File: src/sv/sdhrs_pkg.sv
// Register map, status bits and reset values of the SD host register stub.
// Self-contained; imported by the top level.
`timescale 1ns / 1ps

package sdhrs_pkg;

  localparam int OfsW = 6;
  localparam int DataW = 32;

  typedef logic [OfsW-1:0] ofs_t;
  typedef logic [DataW-1:0] word_t;

  // Access kinds.
  localparam logic FUNC_READ  = 1'b0;
  localparam logic FUNC_WRITE = 1'b1;

  // Byte offsets within the window.
  localparam ofs_t OFS_CLK_CTRL  = 6'h00;
  localparam ofs_t OFS_STATUS    = 6'h04;
  localparam ofs_t OFS_CLK_RATE  = 6'h08;
  localparam ofs_t OFS_CMD_CTRL  = 6'h0C;
  localparam ofs_t OFS_RES_TO    = 6'h10;
  localparam ofs_t OFS_READ_TO   = 6'h14;
  localparam ofs_t OFS_BLK_LEN   = 6'h18;
  localparam ofs_t OFS_BLK_CNT   = 6'h1C;
  localparam ofs_t OFS_REVISION  = 6'h20;
  localparam ofs_t OFS_INT_EN    = 6'h24;
  localparam ofs_t OFS_CMD_IDX   = 6'h28;
  localparam ofs_t OFS_CMD_ARG   = 6'h2C;
  localparam ofs_t OFS_RESP_FIFO = 6'h34;
  localparam ofs_t OFS_DATA_FIFO = 6'h38;

  // Bit positions.
  localparam int CLK_START_BIT   = 1;
  localparam int CLK_STOP_BIT    = 0;
  localparam int ST_RESP_TIMEOUT = 1;
  localparam int ST_CLK_RUNNING  = 8;
  localparam int ST_END_CMD      = 13;
  localparam int IE_END_CMD      = 2;

  // Fixed words and reset values.
  localparam word_t REVISION_WORD    = 32'h0000_0400;
  localparam word_t STATUS_AT_RESET  = 32'h3000_0000;
  localparam word_t CLK_RATE_RESET   = 32'h0000_0008;
  localparam word_t RES_TO_RESET     = 32'h0000_0040;
  localparam word_t READ_TO_RESET    = 32'h0000_FFFF;

endpackage

File: src/sv/sd_host_register_stub_top.sv
// Top level of the SD host register stub: register file, decode and result register.
// Depends on sdhrs_pkg.
`timescale 1ns / 1ps

// Register file of an SD host controller with no card attached. Each input
// transaction is one read or write at a byte offset in a 64-byte window, and
// produces exactly one result transaction in the cycle after it is accepted. The
// decode is combinational and registered on acceptance, so one transaction per cycle
// is sustained; the only limit is the single result register, and in_ready is
// high whenever that register is empty or being taken in the same cycle.
// Unmapped offsets and writes to read-only offsets return bad_access with
// zero data and leave every register untouched. irq is the interrupt level
// after the access: end-of-command status together with its enable.
module sd_host_register_stub_top
  import sdhrs_pkg::*;
(
  input  logic              clk,
  input  logic              rst,
  input  logic              in_valid,
  output logic              in_ready,
  input  logic              func,
  input  logic [OfsW-1:0]   offset,
  input  logic [DataW-1:0]  write_data,
  output logic              out_valid,
  input  logic              out_ready,
  output logic [DataW-1:0]  read_data,
  output logic              irq,
  output logic              bad_access
);

  word_t clock_control, clock_control_next;
  word_t status_word, status_word_next;
  word_t clock_rate, clock_rate_next;
  word_t command_control, command_control_next;
  word_t response_timeout, response_timeout_next;
  word_t read_timeout, read_timeout_next;
  word_t block_length, block_length_next;
  word_t block_count, block_count_next;
  word_t interrupt_enables, interrupt_enables_next;
  word_t command_index, command_index_next;
  word_t command_argument, command_argument_next;

  word_t rd_value;
  logic  ok;
  logic  accept;

  assign in_ready = !out_valid || out_ready;
  assign accept   = in_valid && in_ready;

  always_comb begin
    clock_control_next     = clock_control;
    status_word_next       = status_word;
    clock_rate_next        = clock_rate;
    command_control_next   = command_control;
    response_timeout_next  = response_timeout;
    read_timeout_next      = read_timeout;
    block_length_next      = block_length;
    block_count_next       = block_count;
    interrupt_enables_next = interrupt_enables;
    command_index_next     = command_index;
    command_argument_next  = command_argument;
    rd_value = '0;
    ok       = 1'b1;

    if (func == FUNC_WRITE) begin
      unique case (offset)
        OFS_CLK_CTRL: begin
          clock_control_next = write_data;
          // Stop wins when start and stop are written together.
          if (write_data[CLK_START_BIT]) status_word_next[ST_CLK_RUNNING] = 1'b1;
          if (write_data[CLK_STOP_BIT]) status_word_next[ST_CLK_RUNNING] = 1'b0;
        end
        OFS_STATUS:   status_word_next = status_word & ~write_data;
        OFS_CLK_RATE: clock_rate_next = write_data;
        OFS_CMD_CTRL: begin
          command_control_next = write_data;
          // No card ever answers, so a command ends at once with a timeout.
          status_word_next[ST_END_CMD]      = 1'b1;
          status_word_next[ST_RESP_TIMEOUT] = 1'b1;
        end
        OFS_RES_TO:    response_timeout_next = write_data;
        OFS_READ_TO:   read_timeout_next = write_data;
        OFS_BLK_LEN:   block_length_next = write_data;
        OFS_BLK_CNT:   block_count_next = write_data;
        OFS_INT_EN:    interrupt_enables_next = write_data;
        OFS_CMD_IDX:   command_index_next = write_data;
        OFS_CMD_ARG:   command_argument_next = write_data;
        OFS_DATA_FIFO: ok = 1'b1;
        default:       ok = 1'b0;
      endcase
    end else begin
      unique case (offset)
        OFS_CLK_CTRL:  rd_value = clock_control;
        OFS_STATUS:    rd_value = status_word;
        OFS_CLK_RATE:  rd_value = clock_rate;
        OFS_CMD_CTRL:  rd_value = command_control;
        OFS_RES_TO:    rd_value = response_timeout;
        OFS_READ_TO:   rd_value = read_timeout;
        OFS_BLK_LEN:   rd_value = block_length;
        OFS_BLK_CNT:   rd_value = block_count;
        OFS_REVISION:  rd_value = REVISION_WORD;
        OFS_INT_EN:    rd_value = interrupt_enables;
        OFS_CMD_IDX:   rd_value = command_index;
        OFS_CMD_ARG:   rd_value = command_argument;
        OFS_RESP_FIFO: rd_value = '0;
        OFS_DATA_FIFO: rd_value = '0;
        default:       ok = 1'b0;
      endcase
    end
  end

  always_ff @(posedge clk) begin
    if (rst) begin
      clock_control     <= '0;
      status_word       <= STATUS_AT_RESET;
      clock_rate        <= CLK_RATE_RESET;
      command_control   <= '0;
      response_timeout  <= RES_TO_RESET;
      read_timeout      <= READ_TO_RESET;
      block_length      <= '0;
      block_count       <= '0;
      interrupt_enables <= '0;
      command_index     <= '0;
      command_argument  <= '0;
      out_valid         <= 1'b0;
    end else begin
      if (accept) begin
        clock_control     <= clock_control_next;
        status_word       <= status_word_next;
        clock_rate        <= clock_rate_next;
        command_control   <= command_control_next;
        response_timeout  <= response_timeout_next;
        read_timeout      <= read_timeout_next;
        block_length      <= block_length_next;
        block_count       <= block_count_next;
        interrupt_enables <= interrupt_enables_next;
        command_index     <= command_index_next;
        command_argument  <= command_argument_next;
        out_valid         <= 1'b1;
      end else if (out_ready) begin
        out_valid <= 1'b0;
      end
    end
  end

  // Result payload needs no reset; it is qualified by out_valid.
  always_ff @(posedge clk) begin
    if (accept) begin
      read_data  <= rd_value;
      irq        <= status_word_next[ST_END_CMD] && interrupt_enables_next[IE_END_CMD];
      bad_access <= !ok;
    end
  end

endmodule

File: config.mk
export PLATFORM = sky130hd
export DESIGN_NAME = sd_host_register_stub_top
export DESIGN_NICKNAME = d
export VERILOG_FILES = /design/src/sv/sdhrs_pkg.sv /design/src/sv/sd_host_register_stub_top.sv
export SDC_FILE = /design/constraint.sdc
export NUM_CORES = 1
export LEC_CHECK = 0
export BUFFER_PORTS_ARGS = -buffer_cell sky130_fd_sc_hd__buf_2
export CAP_MARGIN = 40
export CORE_MARGIN = 4
export CORE_UTILIZATION = 45
export CTS_BUF_LIST = sky130_fd_sc_hd__clkbuf_4 sky130_fd_sc_hd__clkbuf_8 sky130_fd_sc_hd__clkbuf_16
export DETAILED_ROUTE_END_ITERATION = 6
export PLACE_DENSITY_LB_ADDON = 0.2
export SYNTH_ARGS = -nofsm -noshare
export SYNTH_HDL_FRONTEND = slang
export SYNTH_SLANG_ARGS = --single-unit
File: constraint.sdc
create_clock -name clk -period 4 [get_ports clk]
set_clock_uncertainty 0.15 [all_clocks]
set_input_delay 0.8 -clock clk [delete_from_list [all_inputs] [get_ports clk]]
set_output_delay 0.8 -clock clk [all_outputs]
set_load 0.03 [all_outputs]
==> out/summary.txt <==
Status: finished clean
Routability cong.: 0.830
Largest cells by area after synthesis: dfxtp_1 41%, a21oi_1 10%, nand3_1 9.0%, o21ai_0 8.5%, edfxtp_1 5.9%
Synth Area in Adders: 0%
Async SR Flop Fraction: 0%
Ant diodes: 0
IO buf count: 78
Max Fclk: 362 MHz
CP Data Required Time: 4080 ps
Post-Layout Inst Area: 19500 um2
Via-per-instance ratio: 6.54
Final setup viols: 0
Final hold vios: 0
Largest net degree at the start of global routing: 115
Setup TNS: 0 ps
Initial core utilization: 45.8%
IO Count: 79
Max VDD drop: 0.321 mV
CTS tree: built
Hold-critical path depth: 2
Later-pin clock latency in the skew report: 550 ps
Post-detail-place hpwl: 34.9 mm
CTS buffer count: 42
Core area: 37800 um2
Synthesized Nets: 2031
Data arrival, critical path: 2840 ps
Syn avg cell area: 8.71 um2
Startpoint Class: input port
DR pass1 iterations: 6
RSZ-0062 raised after global routing: no
Post_cts resized: 0
Commonest non-fill, non-tap cell in the layout: a21oi_1
Most frequent cells in the layout: 355 x a21oi_1, 353 x dfxtp_1, 311 x nand3_1
Final min period: 2760 ps
Switching power of the nets: 2.08 mW
Post-synth EDFFs: 34
Leak: 6.21 nW
Post-synth top area share: 40.8%
Reg2reg path depth: 8
Htree depth: 2
Crit Path Max Fanout: 47
Die Y: 204 um
Area Overhead vs Synth: 12.7%
Vias in the first global route: 15348
Core Rows: 71
Post-synthesis mux area share: 8.18%
Worst rel slew slack: 42.0%
Initial antenna violation count: 6
Root Buffer: clkbuf_16
Final Slew Violations: 0
Top FF cell, synth: dfxtp_1
Synth Area in Compound Gates: 25.5%
Synth Area in XOR/XNOR: 0%
Clk slew on worst S/H paths: 60 ps
GRT Util Overall: 28.8%
Die X: 204 um
Worst-Margin Slew: 868 ps
Cell taking the most area after synthesis: dfxtp_1
Period utilisation layout: 69.1%
Int Pwr: 6.28 mW
Hold_buf cts: 0
Grt ovf: 0
Final #Nets: 1964
Share of cells above drive strength 1: 14.4%
Power share of the clock group: 45.3%
CP Class: input port to flop
Register bit total from synthesis: 387
Crit. End Element: flop
Longest Clk Path Bufs: 3
Seq/Total Area, Yosys: 46.7%
Yosys warns: 0
Wirelength, routed: 61.9 mm
ANT nets after route: 0
Clock sinks: 387
Main combinational cell family by area after synthesis: compound AO/OA/AOI/OAI gates
Switching Fraction: 24.8%
Simple logic cell fraction of the synthesized area: 13.6%
Post-Synthesis Cells: 1988
Reg power frac: 47.1%
Post CTS Setup Buffer Count: 0
Comb pwr share: 7.5%
Netlist Area Pre-Place: 17300 um2
First-pass GRT wire length: 94.5 mm
DR DRC count: 0
Power per cell area: 428 nW/um2
Via count: 16120
Hold Crit Class: flop to flop
Placed instance area: 18200 um2
Die Outline Area: 41700 um2
Routed WL per cell: 25.1 um
Starting DRT DRC Count: 1957
Max Cap Viol: 0
Synth cell types: 52
==> kinds of logic (layout without fill, tap and decap cells) <==
group | count (synthesis) | count (layout)
AOI/OAI and AO/OA | 797 | 797
and+or+nand+nor | 443 | 443
DFF | 387 | 387
buffers and inverters | 264 | 229
muxes | 97 | 97
==> per-stage QoR <==
stage	utilization (%)	cells	hold slack (ps)	total power, mW	setup WS (ps)
5_1_grt	51.6	2464	313	8.57	1170
6_report	51.6	2464	296	8.36	1240
4_1_cts	51.6	2464	299	8.39	1270
2_1_floorplan	-	1988	273	4.38	938
3_5_place_dp	48.1	2388	287	4.64	702
3_3_place_gp	47.9	2386	284	4.63	719
==> per-layer routing <==
layer | vias to the layer above | track usage, % | wire length, um
met5 | - | 0 | 86
met4 | 12 | 11.7 | 2540
met3 | 189 | 5.82 | 5320
met2 | 793 | 45.0 | 28200
met1 | 7949 | 39.2 | 25800
li1 | 7177 | - | -
==> power groups by stage <==
stage	logic (mW)	registers [mW]	clock network [mW]
2_1_floorplan	0.319	4.06	0
3_3_place_gp	0.604	4.03	0
3_5_place_dp	0.612	4.03	0
4_1_cts	0.612	3.94	3.84
5_1_grt	0.646	3.94	3.98
6_report	0.628	3.94	3.79
==> Yosys cell counts (all sizes together), types with 3 or more instances <==
master / n
a21oi: 355
dfxtp: 353
nand3: 311
o21ai: 305
clkbuf: 206
mux2i: 56
buf: 51
a22oi: 37
nand2: 36
mux4: 35
edfxtp: 34
o2bb2ai: 33
nand2b: 29
a211o: 16
a31oi: 16
and3: 14
nor3: 13
o22a: 10
nand3b: 9
nor2: 8
inv: 7
mux2: 6
a21o: 5
nand4: 4
nor4: 4
o32a: 4
a221oi: 3
nor2b: 3
==> worst paths after layout <==
kind | from | end | slack, ps
worst min-delay path | status_word[9] | status_word[9] | 300
worst min register to register | status_word[9] | status_word[9] | 300
worst max-delay path | offset[2] | read_data[29] | 1240
worst max register to register | out_valid | status_word[18] | 1850
==> layout make-up <==
class	count	area, um2
fill	3618	18300
clock inverter	11	57.6
multi-input combinational	1337	8290
tap	511	639
timing repair buffer	146	1140
clock buffer	65	1280
inverter	7	26.3
sequential	387	8090
==> critical path, stage by stage <==
cell and delay (ps):
buf_4 300, buf_12 380, nor2b_4 80, buf_12 200, buf_12 210, a22oi_1 390, o32a_1 240, a31oi_1 190
(Power assumes the default switching activity.)
